**src/rtl/ptwr_pkg.sv**
```systemverilog
// ----------------------------------------------------------------------------
// ptwr_pkg
// Shared widths, defaults and controller/datapath interface types for the
// priority tier weighted random pick unit.
// ----------------------------------------------------------------------------
package ptwr_pkg;

   localparam int PRIO_W             = 32;
   localparam int WEIGHT_W           = 20;
   localparam int WORD_W             = 32;
   localparam int INDEX_W            = 6;
   localparam int DIV_CNT_W          = $clog2(WORD_W);
   localparam int REQ_DATA_W         = 88;
   localparam int RSP_DATA_W         = 40;
   localparam int MAX_CANDIDATES_DEF = 64;

   // commands from the controller to the datapath
   typedef struct packed {
      logic load;       // request accepted this cycle
      logic div_step;   // one restoring division step
      logic div_last;   // final division step, roll and walk index set up
      logic test;       // compare the fetched candidate against the roll
      logic publish;    // move the result into the response register
   } ptwr_cmd_type;

   // status from the datapath to the controller
   typedef struct packed {
      logic list_empty; // no candidate stored once this request is loaded
      logic walk_done;  // roll fits or the last stored candidate was tested
   } ptwr_status_type;

endpackage

```
**src/rtl/ptwr_ctrl.sv**
```systemverilog
// ----------------------------------------------------------------------------
// ptwr_ctrl
// Sequencer: loading, bit-serial modulo, candidate walk and response hand-off.
// ----------------------------------------------------------------------------
module ptwr_ctrl (
   input  logic                      clock,
   input  logic                      reset,
   input  logic                      req_tvalid,
   output logic                      req_tready,
   input  logic                      req_tlast,
   output logic                      rsp_tvalid,
   input  logic                      rsp_tready,
   input  ptwr_pkg::ptwr_status_type status,
   output ptwr_pkg::ptwr_cmd_type    cmd
);
   import ptwr_pkg::*;

   typedef enum logic [4:0] {
      S_LOAD  = 5'b00001,
      S_DIV   = 5'b00010,
      S_FETCH = 5'b00100,
      S_TEST  = 5'b01000,
      S_SEND  = 5'b10000
   } state_type;

   state_type              state_ff, state_in;
   logic [DIV_CNT_W-1:0]   bit_cnt_ff, bit_cnt_in;
   logic                   rsp_valid_ff, rsp_valid_in;

   assign req_tready = (state_ff == S_LOAD);
   assign rsp_tvalid = rsp_valid_ff;

   always_comb begin
      state_in     = state_ff;
      bit_cnt_in   = bit_cnt_ff;
      cmd          = '0;
      cmd.load     = req_tvalid && (state_ff == S_LOAD);
      unique case (state_ff)
         S_LOAD: begin
            if (cmd.load && req_tlast) begin
               state_in = status.list_empty ? S_SEND : S_DIV;
            end
         end
         S_DIV: begin
            cmd.div_step = 1'b1;
            if (bit_cnt_ff == DIV_CNT_W'(WORD_W - 1)) begin
               cmd.div_last = 1'b1;
               bit_cnt_in   = '0;
               state_in     = S_FETCH;
            end else begin
               bit_cnt_in = bit_cnt_ff + DIV_CNT_W'(1);
            end
         end
         S_FETCH: begin
            state_in = S_TEST;
         end
         S_TEST: begin
            cmd.test = 1'b1;
            state_in = status.walk_done ? S_SEND : S_FETCH;
         end
         S_SEND: begin
            // wait until the response register is free
            if (!rsp_valid_ff || rsp_tready) begin
               cmd.publish = 1'b1;
               state_in    = S_LOAD;
            end
         end
         default: begin
            state_in = S_LOAD;
         end
      endcase
   end

   always_comb begin
      priority if (cmd.publish) begin
         rsp_valid_in = 1'b1;
      end else if (rsp_tready) begin
         rsp_valid_in = 1'b0;
      end else begin
         rsp_valid_in = rsp_valid_ff;
      end
   end

   always_ff @(posedge clock) begin
      if (reset) begin
         state_ff     <= S_LOAD;
         bit_cnt_ff   <= '0;
         rsp_valid_ff <= 1'b0;
      end else begin
         state_ff     <= state_in;
         bit_cnt_ff   <= bit_cnt_in;
         rsp_valid_ff <= rsp_valid_in;
      end
   end

`ifndef SYNTHESIS
   a_cmd_exclusive: assert property (@(posedge clock) disable iff (reset)
      $onehot0({cmd.load, cmd.div_step, cmd.test, cmd.publish}))
      else $error("controller issued overlapping commands");

   a_publish_valid: assert property (@(posedge clock) disable iff (reset)
      cmd.publish |=> rsp_valid_ff)
      else $error("published result not presented");

   a_bit_cnt_idle: assert property (@(posedge clock) disable iff (reset)
      (state_ff != S_DIV) |-> (bit_cnt_ff == '0))
      else $error("division counter running outside division");
`endif

endmodule

```
**src/rtl/ptwr_dp.sv**
```systemverilog
// ----------------------------------------------------------------------------
// ptwr_dp
// Candidate stores, tier tracking, restoring modulo unit, walk and result
// register.
// ----------------------------------------------------------------------------
module ptwr_dp #(
   parameter int MAX_CANDIDATES = ptwr_pkg::MAX_CANDIDATES_DEF
) (
   input  logic                          clock,
   input  logic                          reset,
   input  ptwr_pkg::ptwr_cmd_type        cmd,
   output ptwr_pkg::ptwr_status_type     status,
   input  logic                          req_is_candidate,
   input  logic signed [ptwr_pkg::PRIO_W-1:0]   req_priority,
   input  logic [ptwr_pkg::WEIGHT_W-1:0] req_weight,
   input  logic [ptwr_pkg::WORD_W-1:0]   req_random_word,
   input  logic                          req_is_last,
   output logic                          rsp_found,
   output logic [ptwr_pkg::INDEX_W-1:0]  rsp_chosen_index,
   output logic signed [ptwr_pkg::PRIO_W-1:0]   rsp_chosen_priority
);
   import ptwr_pkg::*;

   localparam int IW = $clog2(MAX_CANDIDATES);
   localparam int CW = $clog2(MAX_CANDIDATES + 1);
   localparam int TW = WEIGHT_W + CW;

   logic signed [PRIO_W-1:0] prio_mem [MAX_CANDIDATES];
   logic [WEIGHT_W-1:0]      weight_mem [MAX_CANDIDATES];

   logic [CW-1:0]            count_ff, count_in;
   logic signed [PRIO_W-1:0] top_ff, top_in;
   logic [TW-1:0]            total_ff, total_in;
   logic [WORD_W-1:0]        word_ff, word_in;
   logic [TW-1:0]            rem_ff, rem_in;
   logic [TW-1:0]            roll_ff, roll_in;
   logic [IW-1:0]            walk_idx_ff, walk_idx_in;
   logic [IW-1:0]            chosen_ff, chosen_in;
   logic                     found_ff, found_in;
   logic signed [PRIO_W-1:0] rd_prio_ff;
   logic [WEIGHT_W-1:0]      rd_weight_ff;
   logic                     rsp_found_ff;
   logic [INDEX_W-1:0]       rsp_index_ff;
   logic signed [PRIO_W-1:0] rsp_prio_ff;

   logic                     store_we;
   logic [TW-1:0]            ew_req, ew_rd;
   logic [TW:0]              shifted;
   logic                     tier, fits, walk_end;

   assign store_we = cmd.load && req_is_candidate && (count_ff < CW'(MAX_CANDIDATES));
   assign ew_req   = (req_weight == '0) ? TW'(1) : TW'(req_weight);
   assign ew_rd    = (rd_weight_ff == '0) ? TW'(1) : TW'(rd_weight_ff);
   assign shifted  = {rem_ff, word_ff[WORD_W-1]};
   assign tier     = (rd_prio_ff == top_ff);
   assign fits     = (roll_ff <= ew_rd);
   assign walk_end = ((CW'(walk_idx_ff) + CW'(1)) == count_ff);

   assign status.list_empty = (count_ff == '0) && !req_is_candidate;
   assign status.walk_done  = (tier && fits) || walk_end;

   // tier tracking
   always_comb begin
      count_in = count_ff;
      top_in   = top_ff;
      total_in = total_ff;
      if (store_we) begin
         count_in = count_ff + CW'(1);
         priority if ((count_ff == '0) || (req_priority > top_ff)) begin
            top_in   = req_priority;
            total_in = ew_req;
         end else if (req_priority == top_ff) begin
            total_in = total_ff + ew_req;
         end else begin
            total_in = total_ff;
         end
      end
      if (cmd.publish) begin
         count_in = '0;
         top_in   = '0;
         total_in = '0;
      end
   end

   // modulo, roll and walk
   always_comb begin
      word_in     = word_ff;
      rem_in      = rem_ff;
      roll_in     = roll_ff;
      walk_idx_in = walk_idx_ff;
      chosen_in   = chosen_ff;
      found_in    = found_ff;
      if (cmd.load && req_is_last) begin
         word_in  = req_random_word;
         rem_in   = '0;
         found_in = !status.list_empty;
      end
      if (cmd.div_step) begin
         word_in = word_ff << 1;
         if (shifted >= (TW + 1)'(total_ff)) begin
            rem_in = TW'(shifted - (TW + 1)'(total_ff));
         end else begin
            rem_in = shifted[TW-1:0];
         end
         if (cmd.div_last) begin
            roll_in     = rem_in + TW'(1);
            walk_idx_in = '0;
         end
      end
      if (cmd.test) begin
         walk_idx_in = walk_idx_ff + IW'(1);
         if (tier) begin
            chosen_in = walk_idx_ff;
            if (!fits) begin
               roll_in = roll_ff - ew_rd;
            end
         end
      end
   end

   always_ff @(posedge clock) begin
      if (store_we) begin
         prio_mem[count_ff[IW-1:0]]   <= req_priority;
         weight_mem[count_ff[IW-1:0]] <= req_weight;
      end
      rd_prio_ff   <= prio_mem[walk_idx_ff];
      rd_weight_ff <= weight_mem[walk_idx_ff];
   end

   always_ff @(posedge clock) begin
      if (reset) begin
         count_ff <= '0;
         top_ff   <= '0;
         total_ff <= '0;
      end else begin
         count_ff <= count_in;
         top_ff   <= top_in;
         total_ff <= total_in;
      end
   end

   always_ff @(posedge clock) begin
      word_ff     <= word_in;
      rem_ff      <= rem_in;
      roll_ff     <= roll_in;
      walk_idx_ff <= walk_idx_in;
      chosen_ff   <= chosen_in;
      found_ff    <= found_in;
      if (cmd.publish) begin
         rsp_found_ff <= found_ff;
         rsp_index_ff <= found_ff ? INDEX_W'(chosen_ff) : '0;
         rsp_prio_ff  <= found_ff ? top_ff : '0;
      end
   end

   assign rsp_found           = rsp_found_ff;
   assign rsp_chosen_index    = rsp_index_ff;
   assign rsp_chosen_priority = rsp_prio_ff;

`ifndef SYNTHESIS
   a_total_nonzero: assert property (@(posedge clock) disable iff (reset)
      (count_ff != '0) |-> (total_ff != '0))
      else $error("stored candidates but empty tier total");

   a_roll_positive: assert property (@(posedge clock) disable iff (reset)
      cmd.test |-> (roll_ff != '0))
      else $error("roll dropped to zero during walk");

   a_walk_in_range: assert property (@(posedge clock) disable iff (reset)
      cmd.test |-> (CW'(walk_idx_ff) < count_ff))
      else $error("walk index beyond stored candidates");
`endif

endmodule

```
**src/rtl/priority_tier_weighted_random_pick_unit.sv**
```systemverilog
// ----------------------------------------------------------------------------
// priority_tier_weighted_random_pick_unit
// Weighted random pick among the highest-priority candidates of a list.
// ----------------------------------------------------------------------------
// Usage:
//   A list arrives on the req_ stream, one request per candidate, tuser set
//   when the request carries a candidate. tlast closes the list; the random
//   word of that request picks a candidate of the top priority tier with
//   probability proportional to its weight (zero weight counts as one).
//   Each closed list gives one response: tuser is the found flag, tdata the
//   load-order index and the priority of the chosen candidate (zeros when
//   the list held no candidate).
//   Throughput: one request per cycle while a list loads. After the closing
//   request the block runs the bit-serial modulo of the random word, then
//   walks the stored candidates in load order, each visit being one store
//   read and one compare, and then loads the response register; an empty
//   list goes straight to loading the response register.
//   req_tready is low from the closing request until the response register
//   is loaded. A stalled response holds; the next list may load meanwhile,
//   and its result waits until the held response is taken.
//   Reset clears the list state and drops rsp_tvalid; no clearing pass.
// ----------------------------------------------------------------------------
module priority_tier_weighted_random_pick_unit #(
   parameter int MAX_CANDIDATES = ptwr_pkg::MAX_CANDIDATES_DEF
) (
   input  logic                              clock,
   input  logic                              reset,
   input  logic                              req_tvalid,
   output logic                              req_tready,
   // priority[31:0], weight[51:32], random_word[83:52], zero pad
   input  logic [ptwr_pkg::REQ_DATA_W-1:0]   req_tdata,
   // is_candidate
   input  logic                              req_tuser,
   // is_last
   input  logic                              req_tlast,
   output logic                              rsp_tvalid,
   input  logic                              rsp_tready,
   // chosen_index[5:0], chosen_priority[37:6], zero pad
   output logic [ptwr_pkg::RSP_DATA_W-1:0]   rsp_tdata,
   // found
   output logic                              rsp_tuser
);
   import ptwr_pkg::*;

   ptwr_cmd_type             cmd;
   ptwr_status_type          status;
   logic signed [PRIO_W-1:0] req_priority;
   logic [WEIGHT_W-1:0]      req_weight;
   logic [WORD_W-1:0]        req_random_word;
   logic [INDEX_W-1:0]       rsp_chosen_index;
   logic signed [PRIO_W-1:0] rsp_chosen_priority;

   assign req_priority    = req_tdata[PRIO_W-1:0];
   assign req_weight      = req_tdata[PRIO_W+WEIGHT_W-1:PRIO_W];
   assign req_random_word = req_tdata[PRIO_W+WEIGHT_W+WORD_W-1:PRIO_W+WEIGHT_W];

   assign rsp_tdata = {(RSP_DATA_W - INDEX_W - PRIO_W)'(0), rsp_chosen_priority,
                       rsp_chosen_index};

   ptwr_ctrl u_ctrl (
      .clock      (clock),
      .reset      (reset),
      .req_tvalid (req_tvalid),
      .req_tready (req_tready),
      .req_tlast  (req_tlast),
      .rsp_tvalid (rsp_tvalid),
      .rsp_tready (rsp_tready),
      .status     (status),
      .cmd        (cmd)
   );

   ptwr_dp #(
      .MAX_CANDIDATES (MAX_CANDIDATES)
   ) u_dp (
      .clock               (clock),
      .reset               (reset),
      .cmd                 (cmd),
      .status              (status),
      .req_is_candidate    (req_tuser),
      .req_priority        (req_priority),
      .req_weight          (req_weight),
      .req_random_word     (req_random_word),
      .req_is_last         (req_tlast),
      .rsp_found           (rsp_tuser),
      .rsp_chosen_index    (rsp_chosen_index),
      .rsp_chosen_priority (rsp_chosen_priority)
   );

endmodule

```
**config.mk**
```make
export PLATFORM = sky130hd
export DESIGN_NAME = priority_tier_weighted_random_pick_unit
export DESIGN_NICKNAME = d
export VERILOG_FILES = /design/src/rtl/ptwr_pkg.sv /design/src/rtl/ptwr_ctrl.sv /design/src/rtl/ptwr_dp.sv /design/src/rtl/priority_tier_weighted_random_pick_unit.sv
export SDC_FILE = /design/constraint.sdc
export NUM_CORES = 2
export LEC_CHECK = 0
export BUFFER_PORTS_ARGS = -buffer_cell sky130_fd_sc_hd__buf_4
export CAP_MARGIN = 5
export CORE_MARGIN = 5
export CORE_UTILIZATION = 57
export DETAILED_ROUTE_END_ITERATION = 7
export PLACE_DENSITY = 0.81
export SYNTH_ARGS = -nofsm -noshare
export SYNTH_HDL_FRONTEND = slang
export SYNTH_SLANG_ARGS = --single-unit
```
**constraint.sdc**
```tcl
create_clock -name clock -period 9.6 [get_ports clock]
set_input_delay 0 -clock clock [delete_from_list [all_inputs] [get_ports clock]]
set_output_delay 0 -clock clock [all_outputs]
set_load 0.005 [all_outputs]
```
After elaboration in Yosys (flattened, before gate mapping)
Memories as Yosys holds them, arrays and structs flattened. A register that Yosys moved wholly into a read port is not among the register bits. Index checks and enable logic that the tools add are counted.

Register bits: 215. Bits in latches: 0. Bits in writable memories: 3328. Memory bits (read-only): 0. Output and inout bits: 43. Logic and storage cells: 102. Memories: 2.

$add $sub $neg: 8. Multipliers: 0. Divide/modulo/power cells: 0. Magnitude comparators: 4. Eq/ne operators: 12. Shift operators: 0. Multiplexer cells: 34. Bitwise logic cells: 0. Reduce and logical (&&, ||, !) cells: 26.

Memory list: u_dp.prio_mem (depth 64, bits a word 32, read ports 1, clocked after memory_dff 1, wr ports 1, RTL line ptwr_dp.sv:28) `logic signed [PRIO_W-1:0] prio_mem [MAX_CANDIDATES];`; u_dp.weight_mem (depth 64, bits a word 20, read ports 1, clocked after memory_dff 1, wr ports 1, RTL line ptwr_dp.sv:29) `logic [WEIGHT_W-1:0] weight_mem [MAX_CANDIDATES];`.

Operators with widths (count): $mux W27 (11); $eq A32 B32 Y1 (2); $mux W32 (2); $sub A27 B27 Y27 (2); $logic_not A20 Y1 (2); $mux W20 (2); $gt A32 B32 Y1 (1); $mux W5 (6); $ge A28 B27 Y1 (1); $add A27 B1 Y27 const B (1); $add A27 B27 Y27 (1); $le A27 B27 Y1 (1); $pmux W5 S5 (1); $mux W6 (3); $eq A5 B5 Y1 const B (2); $reduce_bool A2 Y1 (5); $mux W1 (8); $reduce_and A2 Y1 (4); $add A6 B1 Y7 const B (1); $add A7 B1 Y7 const B (1); $eq A7 B7 Y1 (1); $logic_not A7 Y1 (1); $lt A7 B7 Y1 const B (1); $add A6 B1 Y6 const B (1); other kinds (12) (23).

Logic depth before layout (Yosys ltp)
Depth in word-level cells: 10. Depth in mapped cells: 23. Mapped depth without buffers: 18.

Modules after synthesis
From an unflattened synthesis, not the netlist that was laid out.

Cells, all modules: 6522. Area total of the unflattened synthesis: 141548.3 µm².

Modules (own cells, without submodules): ptwr_dp (times used 1, cells an instance 6448, area an instance 140942.7 µm², seq. area each 106161.8 µm²); ptwr_ctrl (times used 1, cells an instance 71, area an instance 586.8 µm², seq. area each 220.2 µm²); priority_tier_weighted_random_pick_unit (times used 1, cells an instance 3, area an instance 18.8 µm², seq. area each 0.0 µm²).

Worst setup path after synthesis
Ideal clock, no wire load.

Path kind: register -> register. Start: register u_dp.rem_ff[13]. End: register u_dp.roll_ff[20]. Setup time: 119 ps. Arrival: 4741 ps. Required time: 9481 ps. Slack: 4740 ps. Cell stages (with the launch flop): 22. Buffers on the path: 6. Period minus slack after synthesis: 4860 ps. Cell sequence: edfxtp_1 ha_1 buf_2 and3_2 nand3_4 or4_4 a41o_1 buf_2 nand2_1 buf_2 buf_2 buf_1 nor2_1 a21oi_1 ha_1 clkbuf_1 nor4b_1 a41oi_1 or3_1 nor2_1 xor2_1 o221a_1.

Longest elaborated chain between the ends: 9. Elaborated cells between the ends (all ways): 10. Classes of those cells: add/sub: 2; order compare: 1; mux: 7.

RTL lines: from (decl) (RTL line ptwr_dp.sv:35) `logic [TW-1:0] rem_ff, rem_in;`; from (signal assigned) (RTL line ptwr_dp.sv:144) `rem_ff <= rem_in;`; $sub A27 B27 Y27 or $ge A28 B27 Y1 (tied branches) (RTL line ptwr_dp.sv:101, ptwr_dp.sv:100); $mux W27 (*) (RTL line ptwr_dp.sv:100) `if (shifted >= (TW + 1)'(total_ff)) begin`; $mux W27 (*) (RTL line ptwr_dp.sv:98) `if (cmd.div_step) begin`; $add A27 B1 Y27 (*) (RTL line ptwr_dp.sv:106) `roll_in = rem_in + TW'(1);`; $mux W27 (*) (RTL line ptwr_dp.sv:105) `if (cmd.div_last) begin`; $mux W27 (*) (RTL line ptwr_dp.sv:98); $mux W27 (RTL line ptwr_dp.sv:114) `if (!fits) begin`; $mux W27 (RTL line ptwr_dp.sv:112) `if (tier) begin`; $mux W27 (*) (RTL line ptwr_dp.sv:110) `if (cmd.test) begin`; net u_dp.roll_in[20] (RTL line ptwr_dp.sv:36) `logic [TW-1:0] roll_ff, roll_in;`; to (signal assigned) (RTL line ptwr_dp.sv:145) `roll_ff <= roll_in;`; to (decl) (RTL line ptwr_dp.sv:36).

The timed path passes the listed nets; every way through them passes the cells marked *. The select of a mux whose other input is x is not followed. A chain may end at the register's enable or synchronous reset.

Final worst setup path
Start: register u_ctrl.state_ff[1]. End: memory u_dp.prio_mem[35][27] (enable).

Longest elaborated chain between the ends: 6.

RTL lines: from (decl) (RTL line ptwr_ctrl.sv:26) `state_type state_ff, state_in;`; from (signal assigned) (RTL line ptwr_ctrl.sv:90) `state_ff <= state_in;`; $eq A5 B1 Y1 (RTL line ptwr_ctrl.sv:37) `cmd.load = req_tvalid && (state_ff == S_LOAD);`; $logic_and A1 B1 Y1 (RTL line ptwr_ctrl.sv:37); $logic_and A1 B1 Y1 (2 in series) (RTL line ptwr_dp.sv:51) `assign store_we = cmd.load && req_is_candidate && (count_ff < CW'(MAX_CANDIDATES));`; $mux W1 (RTL line ptwr_dp.sv:122) `if (store_we) begin`; $mux W1 (implied by the code) (RTL line ptwr_dp.sv:123) `prio_mem[count_ff[IW-1:0]] <= req_priority;`; to (decl) (RTL line ptwr_dp.sv:28).

No other way between the ends.

==> impl_metrics.ini <==
[layout]
final_layout_size_suffix_gt1_share_pct = 27.53
nFillCells = 14520
finalNetCount = 7112
syn_to_final_growth_pct = 13.21
final_cell_count_no_fill = 10530

[place]
hpwlAfterDp_um = 200300
finalWeightedCongestion = 0.8847
dp_worst_setup_slack_ns = 3.956
count_of_buffers_from_port_buffering = 130
place_inst = 9750

[pwr]
max-vdd-ir-drop_v = 0.0001634
clock_power_share_pct = 43.4
power.leakage_uw = 0.04922
p_int_uw = 26250
sequential_power_share_pct = 51.9
total_switching_power_uw = 7244
ratio_of_total_power_to_cell_area_nw_per_um2 = 208.8
power_switching_share_pct = 21.63
pwr-share-comb_pct = 4.6

[setup_path]
crit_type = register to register
worstPathBufferInverterCount = 1
cp_common_cell = sky130_fd_sc_hd__nor2_1
setup.worst_path.start_class = register
critical_path.endpoint_type = register
critical_path.cell_chain = nor2_1, nor4bb_2, nand4b_1, nor2_1, nand3_1, nor2_4, buf_4
biggest_cell_delay_along_the_critical_path_ns = 1.30
arrival_ns = 6.96
critPathMaxFanout = 32
crit_slowest_cell = sky130_fd_sc_hd__nor2_4
cp_top_family = simple AND/OR/NAND/NOR gates
worst_path_required_ns = 10.13

[synth]
synth_cell_types = 91
ys_ff_latch = 3595
synth.top_cell.area_share_pct = 72.87
synth_largest_area_cell = sky130_fd_sc_hd__edfxtp_1
yosysWarningCount = 0
synth_area_leaders = sky130_fd_sc_hd__edfxtp_1, sky130_fd_sc_hd__mux4_2, sky130_fd_sc_hd__dfxtp_1
postSynth.topFlopCell = sky130_fd_sc_hd__edfxtp_1
most_instantiated_cells_after_synthesis = sky130_fd_sc_hd__edfxtp_1, sky130_fd_sc_hd__mux4_2, sky130_fd_sc_hd__clkbuf_1
yosys.cell_count.top_type = sky130_fd_sc_hd__edfxtp_1
syn-cell-area_um2 = 141700
gate_count_post_synth = 6508
synth-edff-count = 3438
average_instance_area_after_synthesis_um2 = 21.77
asyncSetResetFlopFracSynth_pct = 0
seq_area_frac_synth_pct = 75.09

[status]
outcome = complete, but fails checks
violations = DRC, capacitance limit

[clock_network]
post_cts_hold_buffer_count = 128
numCtsBuffers = 359
postCtsSetupBuffers = 0
tritoncts_clock_tree = done
cts_resized = 0
clk_pin_slew_worst_paths_ns = 0.06
htree_num_levels = 5
cts.path.max_buffers = 4
worst_skew_pair.late_latency_ns = 0.99
root_buffer = sky130_fd_sc_hd__clkbuf_16
cts.sinks = 3595

[timing]
clock.fmax_mhz = 155.5
grt_setup_unrepaired = false
maxSlewViolCount = 0
slew_headroom_pct = 0.9711
setup_total_negative_slack_ns = 0
layout_worst_path_cycle_share_pct = 66.98
timing_worst_slew_pin_value_ns = 1.482
number_of_hold_violations_in_the_final_report = 0
period_needed_ns = 6.430
finClkSkew_ns = 0.08954
post-route-worst-setup-slack_ns = 3.170
setup_violations_final = 0

[flow_run]
cap_viol_max_count = 1

[drt]
avgViaCountPerCell = 7.350
via_count = 77370
drt_drc = 10
firstDrtPassIters = 8
detail_route.wl_per_cell_um = 40.59
dr.first_iter.drc_count = 13640
finalWirelength_um = 427200
drtAntennaViolNets = 0

[floorplanning]
die_area_um2 = 258600
floorplan.initialDensity_pct = 57.13
chipHeight_um = 508.5
die_w_um = 508.5
row_count = 183
io_pins = 137
core_area_um2 = 248000

[hold_path]
min-delay-path-class = input port to register

[global_route]
grt_first_pass_wirelength_um = 596000
grt-ovfl-total = 0
first_global_vias = 77640
number_of_antenna_violations_at_the_first_check_in_global_routing = 23
global_route.usage.total_pct = 33.06
largest_net_degree_at_the_start_of_global_routing = 152
[state kept, by name (all words and copies together), names as in the netlist]
signal and cells:
u_dp.prio_mem 2048, u_dp.rsp_chosen_index 6, u_dp.rd_weight_ff 20, u_dp.chosen_ff 6, u_ctrl.rsp_tvalid 1, u_dp.top_ff 32
u_dp.word_ff 32, u_dp.total_ff 27, u_dp.roll_ff 27, u_ctrl.bit_cnt_ff 5, u_dp.walk_idx_ff 6, u_dp.rd_prio_ff 32
u_dp.rsp_chosen_priority 32, u_dp.count_ff 7, u_dp.rem_ff 27, u_dp.weight_mem 1280, u_dp.rsp_found 1, u_dp.found_ff 1
u_ctrl.state_ff 5
[kinds of logic after synthesis]
| kind of cell | count (synthesis) | share of synthesized area (%) |
|---|---|---|
| AOI/OAI and AO/OA | 438 | 2.069 |
| xor gates and xnor gates | 125 | 0.7728 |
| adders and majority gates | 108 | 0.9697 |
| buffers and inverters | 458 | 1.226 |
| DFF | 3595 | 75.09 |
| muxes | 1122 | 17.58 |
| other | 1 | 0.002647 |
| and+or+nand+nor | 661 | 2.294 |
[metal layers]
metal,GRT usage (%),share of wire (%),vias up
li1,-,-,28090
met1,40.92,31,39270
met2,51.65,47,8044
met3,9.056,14,1936
met4,22.25,8.8,24
met5,0,0.088,-
[final cells by class]
type                       instances  area [um^2]  share of cell area (%)
tap                             3330         4167                   2.598
antenna                            7        17.52                 0.01092
inverter                         111        416.7                  0.2598
clock buffer                     456         9656                   6.020
clock inverter                   184         2232                   1.392
multi-input combinational       2456        34090                   21.26
timing repair buffer             387         3421                   2.133
sequential                      3595       106400                   66.33
[power groups by stage]
stage          clock network, uW  logic, uW  registers [uW]
6_report                   14500       1550           17400
5_1_grt                    15300       1630           17400
4_1_cts                    14600       1490           17400
3_5_place_dp                   0       1390           17700
3_3_place_gp                   0       1340           17700
2_1_floorplan                  0        818           17700
[cells in the final DEF, fill, tap and decap left out, types with 52 or more instances in the layout]
cell                            instances
sky130_fd_sc_hd__a21oi_1              150
sky130_fd_sc_hd__buf_4                244
sky130_fd_sc_hd__clkbuf_1              73
sky130_fd_sc_hd__clkbuf_16            365
sky130_fd_sc_hd__clkinv_1              52
sky130_fd_sc_hd__clkinv_2              61
sky130_fd_sc_hd__dfxtp_1              157
sky130_fd_sc_hd__dlygate4sd3_1        128
sky130_fd_sc_hd__edfxtp_1            3438
sky130_fd_sc_hd__ha_1                 105
sky130_fd_sc_hd__inv_1                110
sky130_fd_sc_hd__mux4_2              1092
sky130_fd_sc_hd__nand2_1              168
sky130_fd_sc_hd__nor2_1               124
sky130_fd_sc_hd__nor2_4                66
sky130_fd_sc_hd__o21ai_0               62
sky130_fd_sc_hd__xnor2_1               93
[metrics by stage]
stage / power [uW] / hold WS, ns / cell area (um^2) / util, %
after floorplan: 18500 / 0.08595 / 141700 / -
after global placement: 19040 / 0.2609 / 147200 / 59.34
after detailed placement: 19110 / 0.2669 / 147200 / 59.34
after CTS: 33450 / 0.02466 / 160300 / 64.66
after global routing: 34360 / 0.07978 / 160400 / 64.67
final: 33490 / 0.08114 / 160400 / 64.68
[worst paths after layout]
| kind | start | end | slack (ns) | depth (start not counted) |
|---|---|---|---|---|
| max | u_ctrl.state_ff[1]$_SDFFE_PP0P_ | u_dp.prio_mem[35][27]$_DFFE_PP_ | 3.17 | 7 |
| min | req_tdata[6] | u_dp.prio_mem[14][6]$_DFFE_PP_ | 0.08 | 2 |
| max reg2reg | u_ctrl.state_ff[1]$_SDFFE_PP0P_ | u_dp.prio_mem[35][27]$_DFFE_PP_ | 3.17 | 7 |
| min reg2reg | u_ctrl.bit_cnt_ff[4]$_SDFFE_PP0P_ | u_ctrl.bit_cnt_ff[4]$_SDFFE_PP0P_ | 0.48 | 2 |
[worst register-to-register path: stages (launching register included)]
cell,delay [ns]
sky130_fd_sc_hd__dfxtp_1,0.33
sky130_fd_sc_hd__nor2_1,0.26
sky130_fd_sc_hd__nor4bb_2,1.21
sky130_fd_sc_hd__nand4b_1,0.57
sky130_fd_sc_hd__nor2_1,0.52
sky130_fd_sc_hd__nand3_1,0.81
sky130_fd_sc_hd__nor2_4,1.31
sky130_fd_sc_hd__buf_4,0.90
(Power assumes the default switching activity.)
